$ cat src/rtl/sma_ring.sv
// ----------------------------------------------------------------------------
// sma_ring
// Sample ring store: one write port and one read port with registered data.
// ----------------------------------------------------------------------------
module sma_ring #(
  parameter int unsigned DEPTH = 256,
  parameter int unsigned WIDTH = 16
) (
  input  logic                     clk_i,
  input  logic                     we_i,
  input  logic [$clog2(DEPTH)-1:0] waddr_i,
  input  logic [WIDTH-1:0]         wdata_i,
  input  logic                     re_i,
  input  logic [$clog2(DEPTH)-1:0] raddr_i,
  output logic [WIDTH-1:0]         rdata_o
);

  logic [WIDTH-1:0] mem [DEPTH];
  logic [WIDTH-1:0] rdata_q;

  // Write port.
  always_ff @(posedge clk_i) begin
    if (we_i) begin
      mem[waddr_i] <= wdata_i;
    end
  end

  // Read port with registered data.
  always_ff @(posedge clk_i) begin
    if (re_i) begin
      rdata_q <= mem[raddr_i];
    end
  end

  assign rdata_o = rdata_q;

endmodule

$ cat config.mk
export PLATFORM = sky130hd
export DESIGN_NAME = sma_ring
export DESIGN_NICKNAME = d
export VERILOG_FILES = /design/src/rtl/sma_ring.sv
export SDC_FILE = /design/constraint.sdc
export NUM_CORES = 2
export LEC_CHECK = 0
export BUFFER_PORTS_ARGS = -buffer_cell sky130_fd_sc_hd__buf_4
export CORE_MARGIN = 2
export CORE_UTILIZATION = 57
export CTS_BUF_LIST = sky130_fd_sc_hd__clkbuf_8 sky130_fd_sc_hd__clkbuf_16
export DETAILED_ROUTE_END_ITERATION = 6
export PLACE_DENSITY = 0.76
export SLEW_MARGIN = 20
export SYNTH_ARGS = -nofsm -noshare
export SYNTH_HDL_FRONTEND = slang
export SYNTH_SLANG_ARGS = --single-unit
export TNS_END_PERCENT = 10
$ cat constraint.sdc
create_clock -name clk_i -period 2.9 [get_ports clk_i]
set_clock_uncertainty 0.05 [all_clocks]
set_input_delay 0.58 -clock clk_i [delete_from_list [all_inputs] [get_ports clk_i]]
set_output_delay 0.58 -clock clk_i [all_outputs]
set_load 0.03 [all_outputs]
==> flow_metrics.py <==
metrics = {
    "clock_tree": {
        "insertion_delay_of_the_later_clocked_pin_in_the_worst_skew_pair_ns": 0.95,
        "cts_tree": "done",
        "cts.root.buffer_cell": "clkbuf_16",
        "htree_levels": 5,
        "clock_tree.buffer_depth": 4,
        "cts_buffers": 399,
        "cts_num_sinks": 4112,
        "clk_pin_slew_worst_paths_ns": 0.06,
    },
    "sta": {
        "worstMarginPinSlew_ns": 1.18,
        "final_tns_setup_ns": -0.255,
        "fin_crit_sh_pct": 105,
        "finalSetupViolCount": 3,
        "timing.final.max_slew_violations": 0,
        "max_slew_headroom_at_the_worst_pin_pct": 21.3,
        "min_period_ns": 3.04,
        "rsz0062_at_grt": "true",
        "layout_setup_ws_ns": -0.136,
        "finalHoldViolations": 0,
        "max_freq_ghz": 0.329,
    },
    "grt": {
        "grt_max_degree": 103,
        "global_route_wire_length_before_repair_um": 612000,
        "groute.usage.overall_pct": 30.2,
        "grt_overflow": 0,
        "number_of_antenna_violations_at_the_first_check_in_global_routing": 21,
        "first_global_vias": 83700,
    },
    "cells_and_area": {
        "post_route_cells_drive_above_1_share_pct": 30.0,
        "num-nets-final": 8432,
        "syn_to_final_growth_pct": 16.3,
        "design_area_sq_um": 185000,
    },
    "setup_path": {
        "critical_path.most_common_cell": "buf_12",
        "cpPeakStageDelay_ns": 0.67,
        "setup.worst_path.end_class": "flop",
        "crit_path_top_delay_cell": "nor3_1",
        "required_ns": 3.58,
        "timing.critical_path.arrival_ns": 3.72,
        "critical_path.max_fanout": 20,
        "startpoint_type": "primary input",
        "crit_path_cell_trace": "buf_16 -> buf_12 -> buf_12 -> buf_12 -> buf_12 -> buf_12 -> buf_4 -> mux2i_1 -> o221ai_1 -> o22ai_1 -> nor3_1 -> nor3_2 -> nor4_1",
        "critPathKind": "primary input to flop",
        "number_of_cells_traversed_by_the_worst_register_to_register_path": 5,
    },
    "place": {
        "dpl.hpwl_um": 262000,
        "gp_congestion": 0.946,
        "dpl-instance-area_sq_um": 171000,
        "portBuffers": 50,
        "dp_worst_setup_slack_ns": -1.21,
    },
    "floorplan": {
        "initial_core_util_pct": 57.4,
        "fp.dieArea_sq_um": 283000,
        "boundaryPins": 51,
        "core-area_sq_um": 277000,
        "die-width_um": 532,
        "placement_rows": 193,
        "die_h_um": 532,
    },
    "outcome": {
        "failed_checks": "DRC, setup timing",
        "run_status": "finished with violations",
    },
    "detailed_routing": {
        "wl_um": 430000,
        "via_count": 84200,
        "detailedRoute.firstIterationViolations": 13300,
        "antenna_left": 0,
        "post_drt_via_cell_ratio": 6.78,
        "drcViolationCount": 2,
        "routed_wire_length_per_instance_um": 34.6,
        "first_pass_iters": 6,
    },
    "synth": {
        "async_reset_ff_share_pct": 0,
        "edff_count_synth": 4112,
        "syn-mean-instance-area_sq_um": 21.6,
        "mappedNetlistArea_sq_um": 159000,
        "synthesis.instances": 7360,
        "yosys.area.top_type_share_pct": 77.7,
        "synth_sequential_area_ratio_pct": 77.7,
        "register_bit_count_reported_by_yosys": 4112,
        "synth.yosys.warnings": 0,
        "synthFlopType": "edfxtp_1",
        "synth.most_common_cell": "edfxtp_1",
        "netlist_top_cells_area": "edfxtp_1 78%, mux4_2 11%, mux2i_1 3.6%, o221ai_1 1.4%, nor2_1 0.72%",
        "synth.lib_cells_used.distinct": 51,
        "postSynthNetCount": 7395,
        "synth_area_leader_cell": "edfxtp_1",
        "netlist_top_cells_count": "4112 x edfxtp_1, 797 x mux4_2, 565 x mux2i_1",
    },
    "pwr": {
        "power_dens_cells_nw_per_um2": 675,
        "worst_ir_drop_vdd_v": 0.000618,
        "power.leakage_uw": 0.0605,
    },
    "run": {
        "timing.max_cap.violations": 0,
    },
    "hold_path": {
        "whs_path_depth": 1,
        "worst_hold_path_type": "primary input to flop",
    },
}
## sequential cells by signal, summed over array words and instances, names as in the netlist
signal	flops
rdata_o	16
mem	4096
## cell type report
cell class                 instances  area [sq um]
multi-input combinational       2792         33000
antenna                           13          32.5
tap                             3705          4640
sequential                      4112        123000
timing repair buffer            1088         10500
clock buffer                     401         10000
inverter                           4          27.5
clock inverter                   306          3000
fill                           16400         92300
## critical path: cells and delay by family
kind                   cells  cell delay, ns
buffers and inverters      7            1.41
AOI/OAI and AO/OA          2            0.41
muxes                      1            0.10
and+or+nand+nor            3            1.13
## power breakdown
group / internal (uW) / total [uW] / switching [uW]
clock: 29900 / 52000 / 22100
sequential: 65500 / 65600 / 111
combinational: 2750 / 7100 / 4360
total: 98200 / 125000 / 26500
## cell usage in the layout (no fill, tap or decap), types with 13 or more instances in the layout
| master | count |
|---|---|
| bufinv_16 | 53 |
| mux4_2 | 797 |
| o21ai_0 | 34 |
| o22ai_1 | 148 |
| nand3_1 | 25 |
| nand2_1 | 38 |
| clkinv_2 | 65 |
| nor2_2 | 26 |
| a22oi_1 | 38 |
| a21oi_1 | 171 |
| nor4_1 | 17 |
| clkbuf_16 | 401 |
| diode_2 | 13 |
| a211oi_1 | 18 |
| o32ai_1 | 16 |
| a221oi_1 | 28 |
| o221ai_1 | 250 |
| a22o_1 | 32 |
| nor3_1 | 84 |
| buf_12 | 168 |
| buf_4 | 894 |
| o31ai_1 | 13 |
| clkinvlp_4 | 18 |
| clkinv_1 | 75 |
| mux2_2 | 88 |
| nand4_1 | 26 |
| inv_1 | 69 |
| buf_8 | 17 |
| nor2_1 | 278 |
| mux2i_1 | 565 |
| edfxtp_1 | 4112 |
## per-layer routing
metal  track usage [%]  vias to the layer above  share of wire (%)
met5                 0                        -              0.017
met1              41.3                    43600                 35
met3              6.33                      931                 12
met2              47.2                     6335                 48
met4              13.8                        6                5.2
li1                  -                    33400                  -
## path summary, 6_finish.rpt
path         slack [ns]   startpoint          end
max               -0.14   raddr_i[0]  rdata_o[13]
min reg2reg        1.16  mem[96][10]  rdata_o[10]
min                0.05   wdata_i[4]  mem[126][4]
max reg2reg        0.03   mem[20][4]   rdata_o[4]
## logic make-up after synthesis
logic type	synth area share [%]
flip-flops	77.7
multiplexers	15.5
AO/OA/AOI/OAI	3.53
AND/OR/NAND/NOR	1.57
buffers and inverters	1.69
## timing repair
action,in CTS,in global routing
gates resized for setup,10,22
endpoints found under the hold margin,13,0
buffers inserted,0,0
pin swaps,0,1
endpoints found under the setup margin,6,12
hold buffers,2,0
## through the flow
| stage | power (uW) | hold WS [ns] | std cells | util (%) |
|---|---|---|---|---|
| 2_1_floorplan | 70100 | 0.629 | 7360 | - |
| 3_3_place_gp | 73600 | 0.834 | 11700 | 61.9 |
| 3_5_place_dp | 73800 | 0.834 | 11700 | 61.9 |
| 4_1_cts | 125000 | 0.00688 | 12400 | 66.6 |
| 5_1_grt | 127000 | 0.0293 | 12400 | 66.7 |
| 6_report | 125000 | 0.0465 | 12400 | 66.7 |
No activity file was read; power rests on OpenSTA's default activity.
