### src/rtl/sma_div.sv
// ----------------------------------------------------------------------------
// sma_div
// Restoring divider for unsigned operands, one quotient bit per cycle.
// ----------------------------------------------------------------------------
module sma_div #(
  parameter int unsigned DVD_W = 24,
  parameter int unsigned DVS_W = 9
) (
  input  logic             clk_i,
  input  logic             rst_ni,
  input  logic             start_i,
  input  logic [DVD_W-1:0] dividend_i,
  input  logic [DVS_W-1:0] divisor_i,
  output logic             busy_o,
  output logic             done_o,
  output logic [DVD_W-1:0] quotient_o
);

  localparam int unsigned CNT_W = (DVD_W > 1) ? $clog2(DVD_W) : 1;

  logic             busy_q, busy_d;
  logic [CNT_W-1:0] cnt_q, cnt_d;
  logic [DVS_W-1:0] rem_q, rem_d;
  logic [DVD_W-1:0] quo_q, quo_d;
  logic [DVS_W-1:0] dvs_q, dvs_d;
  logic [DVS_W:0]   trial;
  logic [DVS_W:0]   diff;
  logic             fits;

  // One trial subtraction per cycle; the dividend shifts out as the
  // quotient shifts in.
  assign trial = {rem_q, quo_q[DVD_W-1]};
  assign diff  = trial - {1'b0, dvs_q};
  assign fits  = (trial >= {1'b0, dvs_q});

  always_comb begin
    busy_d = busy_q;
    cnt_d  = cnt_q;
    rem_d  = rem_q;
    quo_d  = quo_q;
    dvs_d  = dvs_q;
    if (start_i) begin
      busy_d = 1'b1;
      cnt_d  = CNT_W'(DVD_W - 1);
      rem_d  = '0;
      quo_d  = dividend_i;
      dvs_d  = divisor_i;
    end else if (busy_q) begin
      rem_d = fits ? diff[DVS_W-1:0] : trial[DVS_W-1:0];
      quo_d = {quo_q[DVD_W-2:0], fits};
      cnt_d = cnt_q - 1'b1;
      if (cnt_q == '0) begin
        busy_d = 1'b0;
      end
    end
  end

  // Control state.
  always_ff @(posedge clk_i or negedge rst_ni) begin
    if (!rst_ni) begin
      busy_q <= 1'b0;
      cnt_q  <= '0;
    end else begin
      busy_q <= busy_d;
      cnt_q  <= cnt_d;
    end
  end

  // Datapath.
  always_ff @(posedge clk_i) begin
    rem_q <= rem_d;
    quo_q <= quo_d;
    dvs_q <= dvs_d;
  end

  assign busy_o     = busy_q;
  assign done_o     = busy_q && (cnt_q == '0);
  assign quotient_o = quo_q;

endmodule
### config.mk
export PLATFORM = sky130hd
export DESIGN_NAME = sma_div
export DESIGN_NICKNAME = d
export VERILOG_FILES = /design/src/rtl/sma_div.sv
export SDC_FILE = /design/constraint.sdc
export NUM_CORES = 1
export LEC_CHECK = 0
export ABC_AREA = 1
export BUFFER_PORTS_ARGS = -buffer_cell sky130_fd_sc_hd__buf_2
export CORE_MARGIN = 2
export CORE_UTILIZATION = 40
export DETAILED_ROUTE_END_ITERATION = 10
export PLACE_DENSITY = 0.59
export SETUP_SLACK_MARGIN = 0.5
export SLEW_MARGIN = 20
export SYNTH_ARGS = -nofsm -noshare
export SYNTH_HDL_FRONTEND = slang
export SYNTH_SLANG_ARGS = --single-unit
### constraint.sdc
create_clock -name clk_i -period 4.2 [get_ports clk_i]
set_input_delay 0.84 -clock clk_i [delete_from_list [all_inputs] [get_ports clk_i]]
set_output_delay 0.84 -clock clk_i [all_outputs]
set_load 0.01 [all_outputs]
==> impl_results.md, run 1 <==
* Vert. Die Dim at 83.1 um
* Clock buffer depth at 2
* Initial Util at 41.7%
* YS warnings at 0
* Achievable clock frequency at 468 MHz
* HP Class: input port to asynchronous set/reset pin
* Vias post-DR at 2,073
* WL/cell at 12.1 um
* RSZ-0062 raised after global routing: no
* Crit Path Max Fanout at 3
* I/O Pins at 62
* CP Data Arrival Time at 1.30 ns
* Pin count of the biggest net entering global routing at 32
* Slew Limit Fails at 0
* Total iterations of the first detailed-routing run at 4
* H-tree Lvls at 2
* Worst vdd ir at 0.000195 V
* Global Route met3 Usage at 3.98%
* Drt drc at 0
* Leak Pwr at 1.55 nW
* Worst-path clk slew at 0.08 ns
* Outcome: finished clean
* Core Box Area at 5990 um2
* Most frequent cells in the layout: 117 x nand2_1, 61 x buf_2, 36 x inv_1, 33 x edfxtp_1, 26 x nand3_1
* Antenna violation net count after detailed routing at 0
* Area Growth Syn to Fin at 19.3%
* Final wirelength at 5.25 mm
* HPWL after DPL at 3.88 mm
* Final Cycle Share at 50.8%
* # Post-CTS Setup Buffers at 0
* Gr ovfl total at 0
* CP Data Required Time at 3.36 ns
* CTS Root Cell: clkbuf_8
* Hold_buf cts at 0
* Setup-failing EPs final at 0
* Syn Std Cell Area at 2500 um2
* CTS tree: built
* Initial antenna violation count at 0
* Final Hold Viols at 0
* # fillers at 611
* Register area at 1320 um2
* Worst rel slew slack at 30.2%
* Layout Nets at 405
* Synth unique cells at 27
* # rows at 28
* Seq/Total Area, Yosys at 52.9%
* Synth async-reset ratio at 12.5%
* Setup_tns at 0 ns
* Global routing's busiest layer: met2
* Met1 Track Usage GR at 20.6%
* Setup Skew at 0.00717 ns
* Final non-filler cell area at 2980 um2
* Area of the multi-input gates at 995 um2
* Net Switching at 0.491 mW
* Commonest non-fill, non-tap cell in the layout: nand2_1
* Mean Syn Cell Area at 8.47 um2
* Routability-driven placement congestion ratio at 0.815
* First-pass GRT wire length at 9.00 mm
* Switching Fraction at 33.7%
* Post-synth EDFFs at 33
* Die X at 83.1 um
* Critical Path End Type: output port
* Top_reg_cell synth: edfxtp_1
* TritonCTS Sinks at 48
* Vias in the first global route at 2,006
* Maximum capacitance violations at 0
* Post-CTS Resized at 0
* Syn Inst Count at 295
* WHS at 0.348 ns
* Clock share of power at 24.4%
* Crit path time final at 2.14 ns
* Port Buffer Count at 61
* #FFs+latches synth at 48
* Syn nets at 343
* Via-per-instance ratio at 4.79
* Met2 usage at 26.5%
* Crit path launch type: flip-flop
* Combinational Power Share at 32.8%
* Slew @ Worst Pin at 1.05 ns
* Reg power frac at 42.8%
* CTS Buf Count at 5
* Worst-Skew Late Latency at 0.30 ns
* Layout cells sized above 1 at 22.3%
* Post-placement cell area at 2860 um2
* Internal at 0.965 mW
* Antenna cells at 0
* PwrDens at 488 nW/um2
* Tot GR Track Use at 15.9%
* Crit Path Category: flip-flop to output port
* Initial DRC count at 51
* Die area at 6900 um2
## layout make-up
class                           count  area share [%]
Clock buffer                        6            2.77
Clock inverter                      2            1.30
Inverter                           37            4.66
Multi-Input combinational cell    203            33.3
Sequential cell                    48            44.3
Tap cell                           75            3.15
Timing Repair Buffer               62            10.5
## cells in the mapped netlist (all sizes together), types with 3 or more instances
library cell  instances  area (um2)
nand3                27         140
clkbuf                4        15.0
ha                   11         138
edfxtp               33         991
nand2               121         464
dfrtp                 6         150
nor2                 16        70.1
buf                   3        30.0
dfxtp                 9         180
xnor2                 3        26.3
nand3b                3        22.5
o21ai                 7        35.0
inv                  36         135
a21oi                 6        30.0
## sequential cells by signal, summed over array words and instances (netlist names)
name	flops
quotient_o	24
rem_q	9
dvs_q	9
busy_o	1
cnt_q	5
## kinds of logic (layout without fill, tap and decap cells)
| group | count (synthesis) | in the layout | share of synthesized area [%] |
|---|---|---|---|
| AOI/OAI and AO/OA | 15 | 15 | 3.15 |
| adders and majority gates | 12 | 12 | 6.31 |
| and+or+nand+nor | 173 | 173 | 29.3 |
| DFF | 48 | 48 | 52.9 |
| buffers and inverters | 44 | 107 | 7.36 |
| xor gates and xnor gates | 3 | 3 | 1.05 |
## path summary, 6_finish.rpt
check | end | depth (start not counted) | startpoint | slack, ns
worst min-delay path | cnt_q[3]$_DFFE_PN0P_ | 1 | rst_ni | 0.35
worst min register to register | rem_q[7]$_SDFFE_PP0P_ | 2 | rem_q[7]$_SDFFE_PP0P_ | 0.48
max in group asynchronous | busy_o$_DFF_PN0_ | 1 | rst_ni | 3.71
worst max-delay path | done_o | 5 | cnt_q[0]$_DFFE_PN0P_ | 2.06
worst max register to register | rem_q[0]$_SDFFE_PP0P_ | 11 | quotient_o[23]$_DFFE_PP_ | 2.10
min in group clk_i | rem_q[7]$_SDFFE_PP0P_ | 2 | rem_q[7]$_SDFFE_PP0P_ | 0.48
## metrics by stage
step           util, %  power, mW  cells  setup WS (ns)
2_1_floorplan        -      0.998    295           2.19
3_3_place_gp      47.8       1.11    425           1.81
3_5_place_dp      47.8       1.11    425           1.79
4_1_cts           49.8       1.47    433           2.04
5_1_grt           49.8       1.57    433           1.90
6_report          49.8       1.46    433           2.06
## power groups by stage
stage          combinational [mW]  sequential, mW  clock (mW)
6_report                    0.477           0.624       0.355
3_5_place_dp                0.481           0.633           0
5_1_grt                     0.557           0.633       0.381
3_3_place_gp                0.472           0.635           0
4_1_cts                     0.482           0.624       0.363
2_1_floorplan               0.364           0.634           0
## critical path, cell delays in order, from the launching register on
cell and delay [ns]:
dfrtp_1 0.39, inv_1 0.10, ha_1 0.15, nand3_1 0.09, nor2_1 0.12, buf_2 0.14
## metal layers
metal | wire [um] | vias up
met1 | 2380 | 933
met4 | 63 | 0
li1 | - | 1070
met5 | 0 | -
met2 | 2460 | 64
met3 | 348 | 6
Note: power is estimated with default switching activity, not from simulation.
==> run 2: changes to the inputs <==
--- a/config.mk
+++ b/config.mk
@@ -10,7 +10,7 @@
 export CORE_MARGIN = 2
 export CORE_UTILIZATION = 40
 export DETAILED_ROUTE_END_ITERATION = 10
-export PLACE_DENSITY = 0.59
+export PLACE_DENSITY = 0.61
 export SETUP_SLACK_MARGIN = 0.5
 export SLEW_MARGIN = 20
 export SYNTH_ARGS = -nofsm -noshare
==> constraint.sdc (replaced) <==
create_clock -name clk_i -period 1.81 [get_ports clk_i]
set_input_delay 0.362 -clock clk_i [delete_from_list [all_inputs] [get_ports clk_i]]
set_output_delay 0.362 -clock clk_i [all_outputs]
set_load 0.01 [all_outputs]
==> run 2 against run 1 <==
Utilization increased by 7.7 points. Die area is the same. Non-clock buffer count grew 35. Final cell count grew 8.1%. Power rose by 140%. Clock skew down 0.0021 ns. Combinational power grew to 3.1 times the previous value. Clock-buffer cell count shrank 1. Critical path type is now flip-flop to flip-flop. Highest routed layer unchanged.
==> impl_results.md, run 2 (synthesis results as in run 1) <==
* Pin count of the biggest net entering global routing at 28 (-13%)
* Gr ovfl total at 0 (unchanged)
* Worst vdd ir at 0.000469 V (+140%)
* Worst-Skew Late Latency at 0.30 ns (about the same)
* Final wirelength at 6.05 mm (+15%)
* HP Start: divisor_i[4]
* Vias in the first global route at 2,143 (+6.8%)
* CP dominant cell by count: inv_2
* HPWL after DPL at 4.27 mm (+10%)
* CP Data Arrival Time at 1.80 ns (+0.50 ns)
* Via-per-instance ratio at 4.68 (-2.3%)
* Crit path from: quotient_o[23]$_DFFE_PP_
* Antenna cells at 0 (unchanged)
* Setup_tns at 0 ns (unchanged)
* Initial Util at 41.7% (unchanged)
* Core Box Area at 5990 um2 (unchanged)
* Drt drc at 0 (unchanged)
* First-pass GRT wire length at 9.84 mm (+9.4%)
* Setup-failing EPs final at 0 (unchanged)
* Commonest non-fill, non-tap cell in the layout: nand2_1
* Family with the most delay on the worst path: adder cells
* CTS tree: built
* CP Data Required Time at 1.86 ns (-1.50 ns)
* Initial antenna violation count at 0 (unchanged)
* Slew Limit Fails at 0 (unchanged)
* Leak Pwr at 1.75 nW (+13%)
* Placed instance count at 440 (+3.5%)
* # rows at 28 (unchanged)
* CTS Root Cell: clkbuf_8
* Routability-driven placement congestion ratio at 0.880 (+7.9%)
* Fin cells at 468 (+8.1%)
* Maximum capacitance violations at 0 (unchanged)
* HP Class: input port to flip-flop
* CTS Buf Count at 5 (unchanged)
* Most frequent cells in the layout: 113 x nand2_1, 60 x buf_2, 33 x edfxtp_1, 31 x inv_1, 25 x buf_4
* Buf/Inv on CP at 3 (+1)
* WL/cell at 12.9 um (+6.5%)
* Slew @ Worst Pin at 0.362 ns (-0.683 ns)
* # fillers at 549 (-10%)
* Port Buffer Count at 61 (unchanged)
* Die X at 83.1 um (unchanged)
* I/O Pins at 62 (unchanged)
* Outcome: finished clean
* Worst r2r src: quotient_o[23]$_DFFE_PP_
* Tot GR Track Use at 17.6% (+1.7 points)
* Achievable clock frequency at 569 MHz
* Cells along the critical path: inv_2, ha_4, inv_2, fa_2, nand2_2, nand3_2, nand2_4, buf_4, a31oi_1
* Crit Path Max Fanout at 5 (+2)
* Highest cell delay on the worst timing path at 0.41 ns (+0.02 ns)
* Die area at 6900 um2 (unchanged)
* Setup Skew at 0.00503 ns (-0.00214 ns)
* Max reg flops at 24 (unchanged)
* Critical Path End Type: flip-flop
* Final Cycle Share at 97.0%
* Clock buffer depth at 2 (unchanged)
* Worst rel slew slack at 75.6% (+45 points)
* Vert. Die Dim at 83.1 um (unchanged)
* H-tree Lvls at 2 (unchanged)
* Initial DRC count at 106 (+110%)
* Final Hold Viols at 0 (unchanged)
* Layout Nets at 440 (+8.6%)
* Crit Path Category: flip-flop to flip-flop
* Crit path launch type: flip-flop
* TritonCTS Sinks at 48 (unchanged)
* Vias post-DR at 2,188 (+5.5%)
* Crit path time final at 1.76 ns
* Critical path's slowest cell: edfxtp_1
* Layout cells sized above 1 at 35.9% (+14 points)
* PwrDens at 1030 nW/um2 (+110%)
* Total iterations of the first detailed-routing run at 4 (unchanged)
* Area Growth Syn to Fin at 37.9%
* Worst-path clk slew at 0.09 ns (about the same)
* RSZ-0062 raised after global routing: yes
* Antenna violation net count after detailed routing at 0 (unchanged)
[run 2: layer usage]
layer  GRT usage (%)  routed length [um]  up-vias
met2            29.0                3010       47
met1            23.0                2730      996
met3            4.37                 257        6
met4            5.07                  53        0
li1                -                   -     1139
met5               0                   0        -
[run 2: worst register-to-register path, cell delays in order, from the launching register on]
cell and delay, ns:
edfxtp_1 0.41, inv_2 0.09, ha_4 0.12, inv_2 0.04, fa_2 0.36, nand2_2 0.09, nand3_2 0.09, nand2_4 0.12
buf_4 0.12, a31oi_1 0.08
[run 2: worst paths after layout]
| kind | endpoint | slack (ns) | cells past startpoint |
|---|---|---|---|
| max | quotient_o[0]$_DFFE_PP_ | 0.05 | 9 |
| max in group asynchronous | busy_o$_DFF_PN0_ | 1.23 | 2 |
| max reg2reg | quotient_o[0]$_DFFE_PP_ | 0.05 | 9 |
| min in group asynchronous | cnt_q[0]$_DFFE_PN0P_ | 0.41 | 2 |
| min reg2reg | rem_q[7]$_SDFFE_PP0P_ | 0.48 | 2 |
| min | dvs_q[4]$_DFFE_PP_ | 0.23 | 1 |
[run 2: area by class of cell]
type / count / area (um2) / share of cell area (%)
tap: 75 / 93.8 / 2.72
timing repair buffer: 97 / 631 / 18.3
inverter: 37 / 143 / 4.14
sequential: 48 / 1320 / 38.4
clock buffer: 5 / 68.8 / 2.00
clock inverter: 3 / 17.5 / 0.508
multi-input combinational: 203 / 1170 / 34.0
[run 2: power by group]
group | internal (mW) | switching [mW] | total (mW) | leakage (nW)
sequential | 1.34 | 0.113 | 1.45 | 0.487
clock | 0.270 | 0.364 | 0.635 | 0.0460
combinational | 0.673 | 0.782 | 1.46 | 1.22
[run 2: per-stage QoR]
step	util (%)	total power [mW]	area, um2	worst slack, ns	hold WS [ns]
global placement	50.7	2.73	3040	0.0505	0.194
finish	57.5	3.54	3450	0.0535	0.231
CTS	55.2	3.47	3310	0.0875	0.223
global route	57.5	3.81	3450	-0.0477	0.212
detailed placement	50.7	2.74	3040	-0.0281	0.199
floorplan	-	2.36	2560	0.0596	0.0664
[run 2: repair_timing]
action / 4_1_cts / 5_1_grt
endpoints found under the setup margin: 13 / 16
hold buffers: 1 / 0
gates resized for setup: 19 / 19
hold endpoints to repair: 6 / 0
pin swaps: 8 / 5
buffers inserted: 13 / 6
gates cloned: 0 / 0
